$ cat src/rtl/wssd_pkg.sv
// Shared types and constants for the windowed sum of squared differences block.
// Used by wssd_front, wssd_back and windowed_sum_squared_difference.
`timescale 1ns / 1ps

package wssd_pkg;

  localparam int MAX_WIDTH  = 1024;
  localparam int MAX_WINDOW = 20;
  localparam int MAX_HEIGHT = 1024;

  localparam int DIM_W  = 11;  // width, height and counters that can reach 1024
  localparam int COL_W  = 10;  // column or row index inside the frame
  localparam int WIN_W  = 5;
  localparam int HALF_W = 4;
  localparam int POS_W  = 21;  // word position inside one frame stream
  localparam int SQ_W   = 32;
  localparam int CS_W   = 39;
  localparam int SSD_W  = 41;
  localparam int PIX_W  = 16;
  localparam int CFG_W  = 11;
  localparam int IDX_W  = 2;

  // Rows of squared differences kept in the store; a power of two so the slot
  // is the low bits of the row number.
  localparam int STORE_ROWS = 32;
  localparam int SLOT_W     = 5;

  localparam int QDEPTH   = 4;
  localparam int QPTR_W   = 2;
  localparam int QCNT_W   = 3;
  localparam int OQ_DEPTH = 4;

  localparam logic [IDX_W-1:0] CFG_WINDOW = 2'd0;
  localparam logic [IDX_W-1:0] CFG_WIDTH  = 2'd1;
  localparam logic [IDX_W-1:0] CFG_HEIGHT = 2'd2;

  // Clamped configuration and the figures derived from it.
  typedef struct packed {
    logic [WIN_W-1:0]  m;
    logic [HALF_W-1:0] half;
    logic [HALF_W-1:0] ahead;
    logic [DIM_W-1:0]  w;
    logic [DIM_W-1:0]  h;
    logic [POS_W-1:0]  total_last;  // position of the word that ends the frame
  } cfg_t;

  // One classified word on its way from the front to the back.
  typedef struct packed {
    logic [SQ_W-1:0]  sq;
    logic             wr;    // lands inside the frame and goes to the store
    logic [COL_W-1:0] row;
    logic [COL_W-1:0] col;
    logic             last;  // final word of the frame stream
  } item_t;

endpackage

$ cat src/rtl/wssd_front.sv
// Front end: input register, position tracking, squaring and the item queue.
// Depends on wssd_pkg.
`timescale 1ns / 1ps

module wssd_front (
  input  logic                           clk,
  input  logic                           rst_n,
  input  logic                           restart,
  input  wssd_pkg::cfg_t                 cfg,
  input  logic                           in_push,
  input  logic signed [wssd_pkg::PIX_W-1:0] in_pixel_first,
  input  logic signed [wssd_pkg::PIX_W-1:0] in_pixel_second,
  input  logic                           in_flush,
  output logic                           in_full,
  input  logic                           q_pop,
  output logic                           q_vld,
  output wssd_pkg::item_t                q_head
);

  logic                              s1_vld_r;
  logic signed [wssd_pkg::PIX_W:0]   s1_diff_r;
  logic                              s1_flush_r;
  logic [wssd_pkg::POS_W-1:0]        pos_r;
  logic [wssd_pkg::DIM_W-1:0]        row_r;
  logic [wssd_pkg::COL_W-1:0]        col_r;
  wssd_pkg::item_t                   q_mem_r [wssd_pkg::QDEPTH];
  logic [wssd_pkg::QPTR_W-1:0]       wp_r, rp_r;
  logic [wssd_pkg::QCNT_W-1:0]       cnt_r;

  logic                              accept;
  logic                              surplus;
  logic                              consume;
  logic                              is_last;
  logic                              col_wrap;
  logic signed [2*wssd_pkg::PIX_W+1:0] sq_full;
  wssd_pkg::item_t                   entry;

  assign in_full = ({1'b0, cnt_r} + {{wssd_pkg::QCNT_W{1'b0}}, s1_vld_r})
                   >= (wssd_pkg::QCNT_W+1)'(wssd_pkg::QDEPTH);
  assign accept  = in_push && !in_full;

  // A flush word at the very start of a frame belongs to no frame.
  assign surplus  = s1_flush_r && (pos_r == '0);
  assign consume  = s1_vld_r && !surplus;
  assign is_last  = (pos_r == cfg.total_last);
  assign col_wrap = ({1'b0, col_r} + 11'd1) >= cfg.w;
  assign sq_full  = s1_diff_r * s1_diff_r;

  always_comb begin
    entry      = '0;
    entry.sq   = s1_flush_r ? '0 : sq_full[wssd_pkg::SQ_W-1:0];
    entry.wr   = (row_r < cfg.h);
    entry.row  = row_r[wssd_pkg::COL_W-1:0];
    entry.col  = col_r;
    entry.last = is_last;
  end

  assign q_vld  = (cnt_r != '0);
  assign q_head = q_mem_r[rp_r];

  always_ff @(posedge clk) begin
    s1_diff_r  <= (wssd_pkg::PIX_W+1)'(in_pixel_first) - (wssd_pkg::PIX_W+1)'(in_pixel_second);
    s1_flush_r <= in_flush;
    if (consume) begin
      q_mem_r[wp_r] <= entry;
    end
    if (!rst_n || restart) begin
      s1_vld_r <= 1'b0;
      pos_r    <= '0;
      row_r    <= '0;
      col_r    <= '0;
      wp_r     <= '0;
      rp_r     <= '0;
      cnt_r    <= '0;
    end else begin
      s1_vld_r <= accept;
      if (consume) begin
        if (is_last) begin
          pos_r <= '0;
          row_r <= '0;
          col_r <= '0;
        end else begin
          pos_r <= pos_r + 21'd1;
          if (col_wrap) begin
            col_r <= '0;
            row_r <= row_r + 11'd1;
          end else begin
            col_r <= col_r + 10'd1;
          end
        end
        wp_r <= wp_r + 2'd1;
      end
      if (q_pop) begin
        rp_r <= rp_r + 2'd1;
      end
      cnt_r <= cnt_r + {2'b0, consume} - {2'b0, q_pop};
    end
  end

endmodule

$ cat config.mk
export PLATFORM = sky130hd
export DESIGN_NAME = wssd_front
export DESIGN_NICKNAME = d
export VERILOG_FILES = /design/src/rtl/wssd_pkg.sv /design/src/rtl/wssd_front.sv
export SDC_FILE = /design/constraint.sdc
export NUM_CORES = 1
export LEC_CHECK = 0
export ABC_CLOCK_PERIOD_IN_PS = 20800
export BUFFER_PORTS_ARGS = -buffer_cell sky130_fd_sc_hd__buf_4
export CELL_PAD_IN_SITES_DETAIL_PLACEMENT = 0
export CELL_PAD_IN_SITES_GLOBAL_PLACEMENT = 2
export CORE_ASPECT_RATIO = 2
export CORE_MARGIN = 3
export CORE_UTILIZATION = 44
export DETAILED_ROUTE_END_ITERATION = 10
export PLACE_DENSITY = 0.94
export SLEW_MARGIN = 10
export SYNTH_ARGS = -nofsm -noshare
export SYNTH_HDL_FRONTEND = slang
export SYNTH_SLANG_ARGS = --single-unit
$ cat constraint.sdc
create_clock -name clk -period 20.8 [get_ports clk]
set_clock_uncertainty 0.2 [all_clocks]
set_input_delay 1.04 -clock clk [delete_from_list [all_inputs] [get_ports clk]]
set_output_delay 1.04 -clock clk [all_outputs]
set_load 0.1 [all_outputs]
[Yosys cells after proc, flatten, opt, wreduce, memory -nomap -nowiden]
Memory sizes are Yosys's and may differ from the RTL's. A register that Yosys moved wholly into a read port is not among the register bits.
Index checks and enable logic that the tools add are counted.
Storage, ports and cells
  register bits: 68
  RAM bits: 216
  bits of input ports: 94
  output and inout port bits: 56
  word-level logic and storage cells: 46
  memories kept: 1
Memory list
  q_mem_r: words 4, bits a word 54, read ports 1, clocked after Yosys merged registers in 1, wr ports 1, RTL line wssd_front.sv:26  | wssd_pkg::item_t q_mem_r [wssd_pkg::QDEPTH];
Cells by class
  add/sub/neg operators: 10
  multipliers: 1
  magnitude comparators: 3
  equality and inequality tests: 1
  mux-type cells: 10
  reductions and logical operators: 11
Operators with widths (number)
  17-bit by 17-bit multiplier with 32-bit output: 1
  32-bit two-way mux: 1
  11-bit two-way mux: 2
  21-bit by 1-bit adder with 21-bit output (second input constant): 1
  21-bit equality test: 1
  21-bit logical NOT: 1
  21-bit two-way mux: 1
  10-bit two-way mux: 2
  16-bit by 16-bit subtractor with 17-bit output: 1
  10-bit by 1-bit adder with 11-bit output (second input constant): 1
  11-bit by 1-bit adder with 11-bit output (second input constant): 1
  11-bit >= comparator: 1
  11-bit < comparator: 1
  10-bit by 1-bit adder with 10-bit output (second input constant): 1
  2-bit by 1-bit adder with 2-bit output (second input constant): 2
  3-bit by 1-bit adder with 4-bit output: 1
  4-bit by 3-bit >= comparator with 1-bit output (second input constant): 1
  2-bit two-way mux: 2
  3-bit by 1-bit adder with 3-bit output: 1
  1-bit logical AND: 3
  1-bit logical NOT: 3
  3-bit nonzero test: 1
  3-bit by 1-bit subtractor with 3-bit output: 1
  1-bit two-way mux: 2
  other kinds (3): 3

[Depth between registers and ports, before layout]
Gate-level depths: netlist of the first run.
  depth in word-level cells: 6
  gate-level depth with buffers: 24

[Least setup slack after synthesis of the first run]
Ideal clock, no wire load.
  kind: reg-to-reg
  start point: register s1_diff_r[16] in the netlist's numbering
  end point: memory q_mem_r[0][52] in the netlist's numbering, data pin
  arrival time: 6.109 ns
  required time: 20.327 ns
  path slack: 14.219 ns
  stages on the path, launching flop included: 22
  path buffers: 2
  period minus slack after synthesis: 6.581 ns
  path through: dfxtp_1 clkbuf_1 clkbuf_1 nand2_1 inv_1 fa_1 inv_1 fa_1 inv_1 fa_1 fa_1 fa_1 inv_1 fa_1 inv_1 ha_1 and2_1 a32oi_1 o311ai_2 a21oi_2 o21ai_2 mux2_1
RTL lines
  start, declared: RTL line wssd_front.sv:21  | logic signed [wssd_pkg::PIX_W:0] s1_diff_r;
  start signal, assigned: RTL line wssd_front.sv:62  | s1_diff_r <= (wssd_pkg::PIX_W+1)'(in_pixel_first) - (wssd_pkg::PIX_W+1)'(in_pixel_second);
  end, declared: RTL line wssd_front.sv:26

==> run metrics, run 1 <==
GRT overflow 0; number of flops mapped to enable cells by yosys 212; Reg2Reg Depth 21; Critical Path Fanout Max 16; setup TNS 0 ns; Reg2Reg Setup Slack 13.20 ns; Filler Cell Count 4325; Synth Cell Area 21760 um^2; Startpoint Class register; first-pass GRT wire length 78130 um; chip width roughly 160 um; Ports 150; critical path class register to register; CP Cell Sequence inv_1 > nor2_1 > inv_1 > fa_1 > inv_1 > fa_1 > fa_1 > fa_1 > fa_1 > inv_1 > fa_1 > inv_1 > ha_1 > a21o_1 > a21oi_1 > o211ai_1 > a32oi_1 > o311ai_2 > a21oi_2 > o21ai_2 > mux2_1; Worst-path clk slew 0.07 ns; NumNets Final around 2500; drt pass-1 iters 5; 1st-iter DRT viols 621; WL/cell around 18 um; Post CTS Setup Buffer Count 0; Syn Area/Cell 11.47 um^2; DR vias/cell 5.127; hold buffers post-CTS 0; # clock sinks 282; Tightest Pin Transition around 0.99 ns; sequential cell area fraction in the yosys report 35.70%; Num CTS Buffers 24; final hold vios 0; CTS resizes 0; async set-reset flop share out of synthesis 0%; Max Clk Rate approximately 130 MHz; final HPWL from detailed placement 37440 um; setup violators final 0; core area slightly below 50000 um^2; Reg2Reg Capture Point q_mem_r[0][52]; CP bufs+invs 5; RD Place Congestion 0.8589; initial antenna violation count 0; layout cell share with drive strength beyond 1 13.09%; die area 52310 um^2; All-Layer GR Usage 18.94%; Clock Path Buffers 3; synth unique cells 64; Clk Latency, worst-skew pair 0.55 ns; cells after synthesis between 1500 and 2000; Hold Crit Start wp_r[1]; part of the cycle the worst path needs 36.54%; commonest non-fill, non-tap cell in the layout inv_1; Largest delay share family, worst path adder cells; critical path's largest stage delay 0.88 ns; Reg-to-Reg Start s1_diff_r[3]; Initial Utilization 44.73%; most frequent cells in the layout inv_1 (413), fa_1 (258), edfxtp_1 (212); hold path depth 2; Die Height 320.5 um; crit path capture type register; outcome finished clean; Routed Antenna Nets 0; Req. time, crit path ~21 ns; Port Buffers 135; largest net degree at the start of global routing 54; Yosys reg bits 282; max-cap violations 0; hold crit path type register to register; WL final around 48000 um; crit path max-delay cell type dfxtp_1; H-tree depth 1; predominant post-synthesis flop cell edfxtp_1; Slew headroom roughly 34%; Core Rows 114; warning count from the yosys run 0; Final Slew Violations 0; Mapped Nets 2383; CTS tree done; diode count 0; vias in the first global route 15330; Layout area overhead 12.07%; post-layout min period 7.601 ns; most used cell, CP fa_1; CTS root buffer clkbuf_16; # DRC 0; Hold Path Sink wp_r[1]; RSZ-0062 raised after global routing no; DR vias 13690; worst path arrival time 7.66 ns
==> how the worst max path moves through the flow <==
| stage | startpoint | end | slack (ns) | depth (start not counted) |
|---|---|---|---|---|
| after floorplan | s1_diff_r[16] | q_mem_r[0][52] | 14.22 | 21 |
| after global placement | s1_diff_r[3] | q_mem_r[0][52] | 13.28 | 21 |
| after detailed placement | s1_diff_r[3] | q_mem_r[1][52] | 13.19 | 21 |
| after CTS | s1_diff_r[3] | q_mem_r[0][52] | 13.13 | 21 |
| after global routing | s1_diff_r[3] | q_mem_r[0][52] | 12.84 | 21 |
| final | s1_diff_r[3] | q_mem_r[0][52] | 13.20 | 21 |
==> Yosys cell counts, types with 13 or more instances <==
cell | instances | area [um^2]
inv_1 | 413 | 1550
nand4_1 | 16 | 100.1
clkbuf_1 | 43 | 161.4
a21o_1 | 18 | 135.1
dfxtp_1 | 70 | 1401
fa_1 | 258 | 5165
ha_1 | 135 | 1689
edfxtp_1 | 212 | 6366
mux4_2 | 53 | 1194
o21ai_0 | 36 | 180.2
nor2b_1 | 27 | 168.9
nor3_1 | 23 | 115.1
xor2_1 | 35 | 306.5
a211oi_1 | 13 | 97.59
a21oi_1 | 41 | 205.2
nor2_1 | 108 | 405.4
nand3_1 | 30 | 150.1
nand2_1 | 118 | 442.9
xnor2_1 | 70 | 613.1
and2_1 | 61 | 381.6
==> state kept, by name, summed over array words and instances, names as in the netlist, 2 cells and up, named ones only <==
register and count:
col_r 10, rp_r 2, q_mem_r 212, wp_r 2, cnt_r 3, pos_r 21, s1_diff_r 17, row_r 11
==> through the flow <==
| stage | area (um^2) | utilization, % | hold slack (ns) | worst slack [ns] | cells |
|---|---|---|---|---|---|
| global placement | 23450 | 48.22 | 0.2764 | 13.28 | 2626 |
| global route | 24380 | 50.13 | 0.3226 | 12.84 | 2670 |
| detailed placement | 23450 | 48.22 | 0.2872 | 13.19 | 2626 |
| floorplan | 21760 | - | 0.2692 | 14.22 | 1896 |
| CTS | 24380 | 50.13 | 0.2967 | 13.13 | 2670 |
| finish | 24380 | 50.13 | 0.3042 | 13.20 | 2670 |
==> worst register-to-register path: stages, from the launching register on <==
cell      delay, ns
dfxtp_1        0.88
inv_1          0.36
nor2_1         0.27
inv_1          0.10
fa_1           0.52
inv_1          0.06
fa_1           0.46
fa_1           0.51
fa_1           0.54
fa_1           0.56
inv_1          0.06
fa_1           0.52
inv_1          0.04
ha_1           0.35
a21o_1         0.19
a21oi_1        0.27
o211ai_1       0.22
a32oi_1        0.34
o311ai_2       0.19
a21oi_2        0.22
o21ai_2        0.08
mux2_1         0.37
==> cells by family (layout without fill, tap and decap cells) <==
kind of cell,count (synthesis),count (layout),share of synthesized area (%)
fa+ha+maj,393,393,31.50
compound gates,166,166,5.372
flops,282,282,35.70
buf+inv,468,604,8.109
mux,59,59,5.786
simple gates,422,422,9.282
other cells,1,1,0.01724
xor+xnor,105,105,4.227
==> final cells by class <==
| type | instances | area, um^2 | share of cell area [%] |
|---|---|---|---|
| tap | 638 | 798.3 | 3.274 |
| clock inverter | 15 | 269.0 | 1.103 |
| sequential | 282 | 7772 | 31.88 |
| clock buffer | 29 | 659.4 | 2.704 |
| inverter | 414 | 1554 | 6.373 |
| timing repair buffer | 146 | 1096 | 4.495 |
| multi-input combinational | 1146 | 12230 | 50.17 |
==> layer usage <==
layer	GRT usage, %	up-vias	wire length, um
li1	-	6389	-
met4	7.338	0	1959
met2	37.93	311	27560
met3	1.383	95	1485
met5	0	-	0
met1	20.04	6894	16620
Power of run 1 is not shown: default switching activity piles up to over one toggle a cycle in this logic, so the estimate is an artifact.
==> run 2, diff against run 1 <==
--- a/config.mk
+++ b/config.mk
@@ -5,15 +5,16 @@
 export SDC_FILE = /design/constraint.sdc
 export NUM_CORES = 1
 export LEC_CHECK = 0
-export ABC_CLOCK_PERIOD_IN_PS = 20800
+export ABC_AREA = 1
+export ABC_CLOCK_PERIOD_IN_PS = 7100
 export BUFFER_PORTS_ARGS = -buffer_cell sky130_fd_sc_hd__buf_4
 export CELL_PAD_IN_SITES_DETAIL_PLACEMENT = 0
 export CELL_PAD_IN_SITES_GLOBAL_PLACEMENT = 2
 export CORE_ASPECT_RATIO = 2
 export CORE_MARGIN = 3
-export CORE_UTILIZATION = 44
+export CORE_UTILIZATION = 39
 export DETAILED_ROUTE_END_ITERATION = 10
-export PLACE_DENSITY = 0.94
+export PLACE_DENSITY = 0.9
 export SLEW_MARGIN = 10
 export SYNTH_ARGS = -nofsm -noshare
 export SYNTH_HDL_FRONTEND = slang
==> constraint.sdc (replaced) <==
create_clock -name clk -period 7.1 [get_ports clk]
set_clock_uncertainty 0.2 [all_clocks]
set_input_delay 0.355 -clock clk [delete_from_list [all_inputs] [get_ports clk]]
set_output_delay 0.355 -clock clk [all_outputs]
set_load 0.1 [all_outputs]
==> run metrics, run 2 <==
max-cap violations 0 (unchanged); Largest regs q_mem_r (212), pos_r (21), s1_diff_r (17); vias in the first global route 18690 (+22%); largest area contributor in the netlist edfxtp_1; Core Rows 125 (+9.6%); Synth Area in Simple Gates 14.48% (+5.2 points); Filler Cell Count 5622 (+30%); placed cell count 3369 (+28%); Ports 150 (unchanged); Setup Slack @ Placement 0.2914 ns (-12.90 ns); synth unique cells 45 (-30%); cells after synthesis 2534 (+34%); die area 62170 um^2 (+19%); core area 58340 um^2 (+20%); async set-reset flop share out of synthesis 0% (unchanged); worst path arrival time 6.74 ns (-0.92 ns); Req. time, crit path 7.27 ns (-13.58 ns); critical path's largest stage delay 0.67 ns (-0.21 ns); Yosys reg bits 282 (unchanged); H-tree depth 1 (unchanged); setup violators final 0 (unchanged); most frequent cells after synthesis inv_1 (528), nand2_1 (385), fa_1 (258), nor2_1 (231), edfxtp_1 (212); All-Layer GR Usage 19.49% (+0.56 points); NumNets Final 3136 (+25%); Slew headroom 30.11% (-4.0 points); Clk Latency, worst-skew pair 0.56 ns (about the same); post-synthesis mux area share 0% (-5.8 points); layout cell share with drive strength beyond 1 9.517% (-3.6 points); Tightest Pin Transition 1.045 ns (+0.05771 ns); GRT overflow 0 (unchanged); first-pass GRT wire length 95510 um (+22%); Initial Utilization 39.47% (-5.3 points); drt pass-1 iters 5 (unchanged); # DRC 0 (unchanged); crit path max-delay cell type fa_1; critical path class register to register; PnR worst setup slack 0.5246 ns (-12.67 ns); setup TNS 0 ns (unchanged); most used cell, CP fa_1; Final Slew Violations 0 (unchanged); cell with the most instances after synthesis inv_1; Mapped Nets 3021 (+27%); RD Place Congestion 0.8875 (+3.3%); warning count from the yosys run 0 (unchanged); diode count 0 (unchanged); CP Cell Sequence buf_4 > nand2_1 > inv_1 > fa_1 > inv_1 > fa_1 > buf_4 > fa_1 > fa_1 > inv_1 > fa_1 > inv_1 > fa_1 > inv_1 > ha_1 > nand2_1 > nor2_1 > nand2_1 > nor3_1 > nand2_1 > nand3_1 > o21ai_0 > nor2_1; hold path depth 4 (+2); max FFs per register 212 (unchanged); WL/cell 17.42 um (-2.4%); CTS tree done; Die Height 349.6 um (+9.1%); Routed Antenna Nets 0 (unchanged); final hold vios 0 (unchanged); Critical Path Fanout Max 9 (-7); Post-Synth Adder-Cell Area 29.77% (-1.7 points); outcome finished clean; critical path depth 23 (+9.5%); largest family of logic cells by synthesized area adder cells; DR vias/cell 4.999 (-2.5%); CP bufs+invs 7 (+2); Reg2Reg Depth 23 (+9.5%); initial antenna violation count 0 (unchanged); Yosys top cell area share 27.65% (-1.6 points); number of flops mapped to enable cells by yosys 212 (unchanged); final HPWL from detailed placement 47010 um (+26%); top cells by area, synth edfxtp_1 (28%), fa_1 (22%), inv_1 (8.6%), ha_1 (7.3%), nand2_1 (6.3%); chip width 177.8 um (+8.9%); Syn Area/Cell 9.087 um^2 (-21%); 1st-iter DRT viols 732 (+18%); Largest delay share family, worst path adder cells; CTS root buffer clkbuf_16; DR vias 17150 (+25%); part of the cycle the worst path needs 92.61% (+56 points); RSZ-0062 raised after global routing no; Synth Cell Area 23030 um^2 (+5.8%); # clock sinks 282 (unchanged); Post-Synth XOR/XNOR Area 3.157% (-1.1 points); Num CTS Buffers 27 (+13%); Post CTS Setup Buffer Count 0 (unchanged); hold crit path type input port to register; Startpoint Class register; Biggest register q_mem_r; Port Buffers 135 (unchanged); predominant post-synthesis flop cell edfxtp_1; commonest non-fill, non-tap cell in the layout inv_1; WL final 59750 um (+25%); largest net degree at the start of global routing 101 (+87%); final cell count without fillers 3431 (+29%); most frequent cells in the layout inv_1 (527), nand2_1 (385), fa_1 (258); sequential cell area fraction in the yosys report 33.73% (-2.0 points); Layout area overhead 12.45%; Clock Path Buffers 3 (unchanged); Synth Area in Compound Gates 8.183% (+2.8 points); crit path capture type register; Worst-path clk slew 0.06 ns (about the same); Max Clk Rate 152.1 MHz (+16%); post-layout min period 6.575 ns (-1.026 ns)
==> run 2: changes by cell type after synthesis, moves of 28 or more <==
cell / change
clkbuf_1: +28
nor2_1: +123
a21oi_1: +71
and2_1: -61
xnor2_1: -41
nand2_1: +267
nand3_1: +54
o22ai_1: +53
inv_1: +115
mux4_2: -53
o21ai_0: +119
==> run 2: final timing paths <==
kind,startpoint,endpoint,slack (ns)
worst max register to register,s1_diff_r[16],q_mem_r[2][52],0.52
worst min register to register,rp_r[1],register,0.24
worst max-delay path,s1_diff_r[16],q_mem_r[2][52],0.52
worst min-delay path,in_pixel_first[1],s1_diff_r[1],0.03
==> run 2: per-layer routing <==
layer | global-route usage [%] | wire [um]
met1 | 18.86 | 20320
met2 | 40.01 | 34470
met3 | 2.269 | 2285
met4 | 8.249 | 2680
met5 | 0 | 0
==> run 2: final cells by class <==
| type | count | area (um^2) | area share (%) |
|---|---|---|---|
| Sequential cell | 282 | 7774 | 30.02 |
| Clock inverter | 18 | 205.2 | 0.7925 |
| Multi-Input combinational cell | 1616 | 12830 | 49.56 |
| Tap cell | 762 | 953.4 | 3.682 |
| Timing Repair Buffer | 185 | 1421 | 5.489 |
| Inverter | 537 | 2016 | 7.784 |
| Clock buffer | 31 | 690.7 | 2.667 |
==> run 2: what timing repair did <==
item | in CTS | in global routing
gates resized for setup | 0 | 1
hold buffers | 13 | 0
hold endpoints to repair | 15 | 0
endpoints found under the setup margin | 0 | 4
==> run 2: worst reg2reg max path: cells and delay by family (launching register included) <==
family	cells	cell delay [ns]
and+or+nand+nor	8	1.41
adders and majority gates	7	3.65
AOI/OAI and AO/OA	1	0.08
buffers and inverters	7	0.78
DFF	1	0.31
==> run 2: logic make-up after synthesis <==
| group | after synthesis |
|---|---|
| other | 1 |
| adder cells (fa/ha/maj) | 393 |
| AND/OR/NAND/NOR | 790 |
| buffers and inverters | 636 |
| XOR/XNOR | 83 |
| flip-flops | 282 |
| AO/OA/AOI/OAI | 349 |
==> run 2: metrics by stage <==
| stage | utilization [%] | hold WS [ns] | instance area, um^2 |
|---|---|---|---|
| floorplan | - | 0.1827 | 23030 |
| global placement | 42.63 | 0.2196 | 24870 |
| detailed placement | 42.63 | 0.2256 | 24870 |
| CTS | 44.38 | 0.005175 | 25890 |
| global route | 44.39 | 0.04457 | 25890 |
| finish | 44.39 | 0.03114 | 25890 |
Power of run 2 is left out for the same reason.
==> run 3, diff against run 2 <==
--- a/config.mk
+++ b/config.mk
@@ -6,15 +6,15 @@
 export NUM_CORES = 1
 export LEC_CHECK = 0
 export ABC_AREA = 1
-export ABC_CLOCK_PERIOD_IN_PS = 7100
+export ABC_CLOCK_PERIOD_IN_PS = 8000
 export BUFFER_PORTS_ARGS = -buffer_cell sky130_fd_sc_hd__buf_4
 export CELL_PAD_IN_SITES_DETAIL_PLACEMENT = 0
 export CELL_PAD_IN_SITES_GLOBAL_PLACEMENT = 2
 export CORE_ASPECT_RATIO = 2
 export CORE_MARGIN = 3
-export CORE_UTILIZATION = 39
+export CORE_UTILIZATION = 42
 export DETAILED_ROUTE_END_ITERATION = 10
-export PLACE_DENSITY = 0.9
+export PLACE_DENSITY = 0.95
 export SLEW_MARGIN = 10
 export SYNTH_ARGS = -nofsm -noshare
 export SYNTH_HDL_FRONTEND = slang
==> constraint.sdc (replaced) <==
create_clock -name clk -period 8 [get_ports clk]
set_clock_uncertainty 0.2 [all_clocks]
set_input_delay 0.4 -clock clk [delete_from_list [all_inputs] [get_ports clk]]
set_output_delay 0.4 -clock clk [all_outputs]
set_load 0.1 [all_outputs]
==> run metrics, run 3 (synthesis results as in run 2) <==
CTS root buffer clkbuf_16; Filler Cell Count 5144 (-8.5%); largest net degree at the start of global routing 104 (+3.0%); Port Buffers 135 (unchanged); max-cap violations 0 (unchanged); Layout area overhead 11.98%; critical path's largest stage delay 0.84 ns (+0.17 ns); fin util 47.84% (+3.5 points); GR Util met3 1.778% (-0.49 points); Die Height 337.1 um (-3.6%); final HPWL from detailed placement 46830 um (-0.37%); post-layout min period 6.836 ns (+0.2605 ns); Biggest register q_mem_r; RSZ-0062 raised after global routing no; Routed Antenna Nets 0 (unchanged); part of the cycle the worst path needs 85.45% (-7.2 points); layout cell share with drive strength beyond 1 9.259% (-0.26 points); Max Clk Rate 146.3 MHz (-3.8%); outcome finished clean; Setup Slack @ Placement 1.198 ns (+0.9070 ns); hold crit path type input port to register; # DRC 0 (unchanged); WL final 60020 um (+0.45%); Reg2Reg Setup Slack 1.16 ns (+0.64 ns); vias in the first global route 18920 (+1.2%); initial antenna violation count 0 (unchanged); Clk Latency, worst-skew pair 0.58 ns (+0.02 ns); Worst-path clk slew 0.07 ns (about the same); Num CTS Buffers 28 (+3.7%); Reg2Reg Depth 24 (+4.3%); CP Cell Sequence buf_4 > nand2_1 > inv_1 > fa_1 > inv_1 > fa_1 > inv_1 > fa_1 > fa_1 > fa_1 > inv_1 > fa_1 > inv_1 > ha_1 > nand2_1 > nor2_1 > nand2_1 > nor2_1 > nand2_1 > inv_1 > nor2_1 > nand3_1 > nand2_1 > nor2_1; Largest delay share family, worst path adder cells; Tightest Pin Transition 1.098 ns (+0.05301 ns); CP bufs+invs 7 (unchanged); crit path capture type register; Seq. cell area 7772 um^2 (about the same); setup TNS 0 ns (unchanged); commonest non-fill, non-tap cell in the layout inv_1; Most Crowded Layer GR met2; global routing usage on met2 42.94% (+2.9 points); Startpoint Class register; worst path arrival time 6.99 ns (+0.25 ns); GRT overflow 0 (unchanged); DR vias 17260 (+0.65%); 1st-iter DRT viols 886 (+21%); setup violators final 0 (unchanged); Reg2Reg Capture Point q_mem_r[0][53]; critical path class register to register; Clock Path Buffers 3 (unchanged); Hold Path Sink s1_diff_r[15]; H-tree depth 1 (unchanged); DR vias/cell 5.187 (+3.8%); core area 53900 um^2 (-7.6%); Final Slew Violations 0 (unchanged); global-route track usage on met1 20.69% (+1.8 points); max FFs per register 212 (unchanged); final hold vios 0 (unchanged); CTS tree done; drt pass-1 iters 4 (-1); placed cell count 3268 (-3.0%); Critical Path Fanout Max 10 (+1); # clock sinks 282 (unchanged); Core Rows 120 (-4.0%); Ports 150 (unchanged); Reg-to-Reg Start s1_diff_r[16]; diode count 0 (unchanged); first-pass GRT wire length 95660 um (+0.16%); Post CTS Setup Buffer Count 0 (unchanged); die area 57840 um^2 (-7.0%); All-Layer GR Usage 21.08% (+1.6 points); crit path max-delay cell type fa_1; Largest regs q_mem_r (212), pos_r (21), s1_diff_r (17); Req. time, crit path 8.16 ns (+0.89 ns); most frequent cells in the layout inv_1 (527), nand2_1 (385), fa_1 (258); PnR worst setup slack 1.164 ns (+0.6395 ns); Initial Utilization 42.72% (+3.2 points); Hold Crit Start in_pixel_first[15]; RD Place Congestion 0.8967 (+1.0%); chip width 171.6 um (-3.5%); WL/cell 18.04 um (+3.6%); final cell count without fillers 3328 (-3.0%); NumNets Final 3123 (-0.41%); Slew headroom 26.82% (-3.3 points); hold path depth 3 (-1); multi-input logic area 12830 um^2 (unchanged)
[run 3: cell types whose count changed in the layout (fill, tap and decap cells not counted), sizes merged]
cell,before,now
bufinv,4,7
buf,172,162
dlygate4sd3,13,9
inv,538,537
clkbuf,31,35
clkinv,11,7
[run 3: worst reg2reg max path, stage by stage (launching register included)]
cell     delay (ns)
dfxtp_1        0.33
buf_4          0.18
nand2_1        0.12
inv_1          0.10
fa_1           0.68
inv_1          0.18
fa_1           0.84
inv_1          0.22
fa_1           0.50
fa_1           0.53
fa_1           0.55
inv_1          0.05
fa_1           0.53
inv_1          0.04
ha_1           0.39
nand2_1        0.13
nor2_1         0.28
nand2_1        0.11
nor2_1         0.10
nand2_1        0.06
inv_1          0.06
nor2_1         0.08
nand3_1        0.09
nand2_1        0.05
nor2_1         0.23
[run 3: final cells by class]
cell class	count	area share, %
flip-flops and latches	282	30.14
clock buffers	35	2.858
multi-input cells	1616	49.77
repair buffers	171	5.066
inverters	537	7.817
well taps	671	3.256
clock inverters	16	1.087
[run 3: metal layers]
layer | routed length (um) | part of all wire [%]
met1 | 20200 | 34
met2 | 34670 | 58
met3 | 2090 | 3.5
met4 | 3067 | 5.1
met5 | 0 | 0
[run 3: metrics by stage]
step	hold slack [ns]	instance area, um^2
after floorplan	0.2120	23030
after global placement	0.2159	24680
after detailed placement	0.2487	24680
after CTS	0.001613	25780
after global routing	0.03982	25780
final	0.03882	25780
[run 3: timing repair]
item                      4_1_cts  5_1_grt
gates resized for setup         0        0
hold endpoints to repair       11        0
hold buffers                    9        0
[run 3: worst max path at each step]
stage	slack [ns]	from	endpoint	cells past startpoint
3_5_place_dp	1.20	s1_diff_r[8]	q_mem_r[0][45]	20
4_1_cts	1.14	s1_diff_r[8]	q_mem_r[3][45]	20
3_3_place_gp	1.19	s1_diff_r[16]	q_mem_r[1][53]	22
5_1_grt	0.75	s1_diff_r[16]	q_mem_r[1][53]	24
2_1_floorplan	1.78	s1_diff_r[2]	q_mem_r[0][53]	24
6_report	1.16	s1_diff_r[16]	q_mem_r[0][53]	24
Power of run 3 is left out for the same reason.
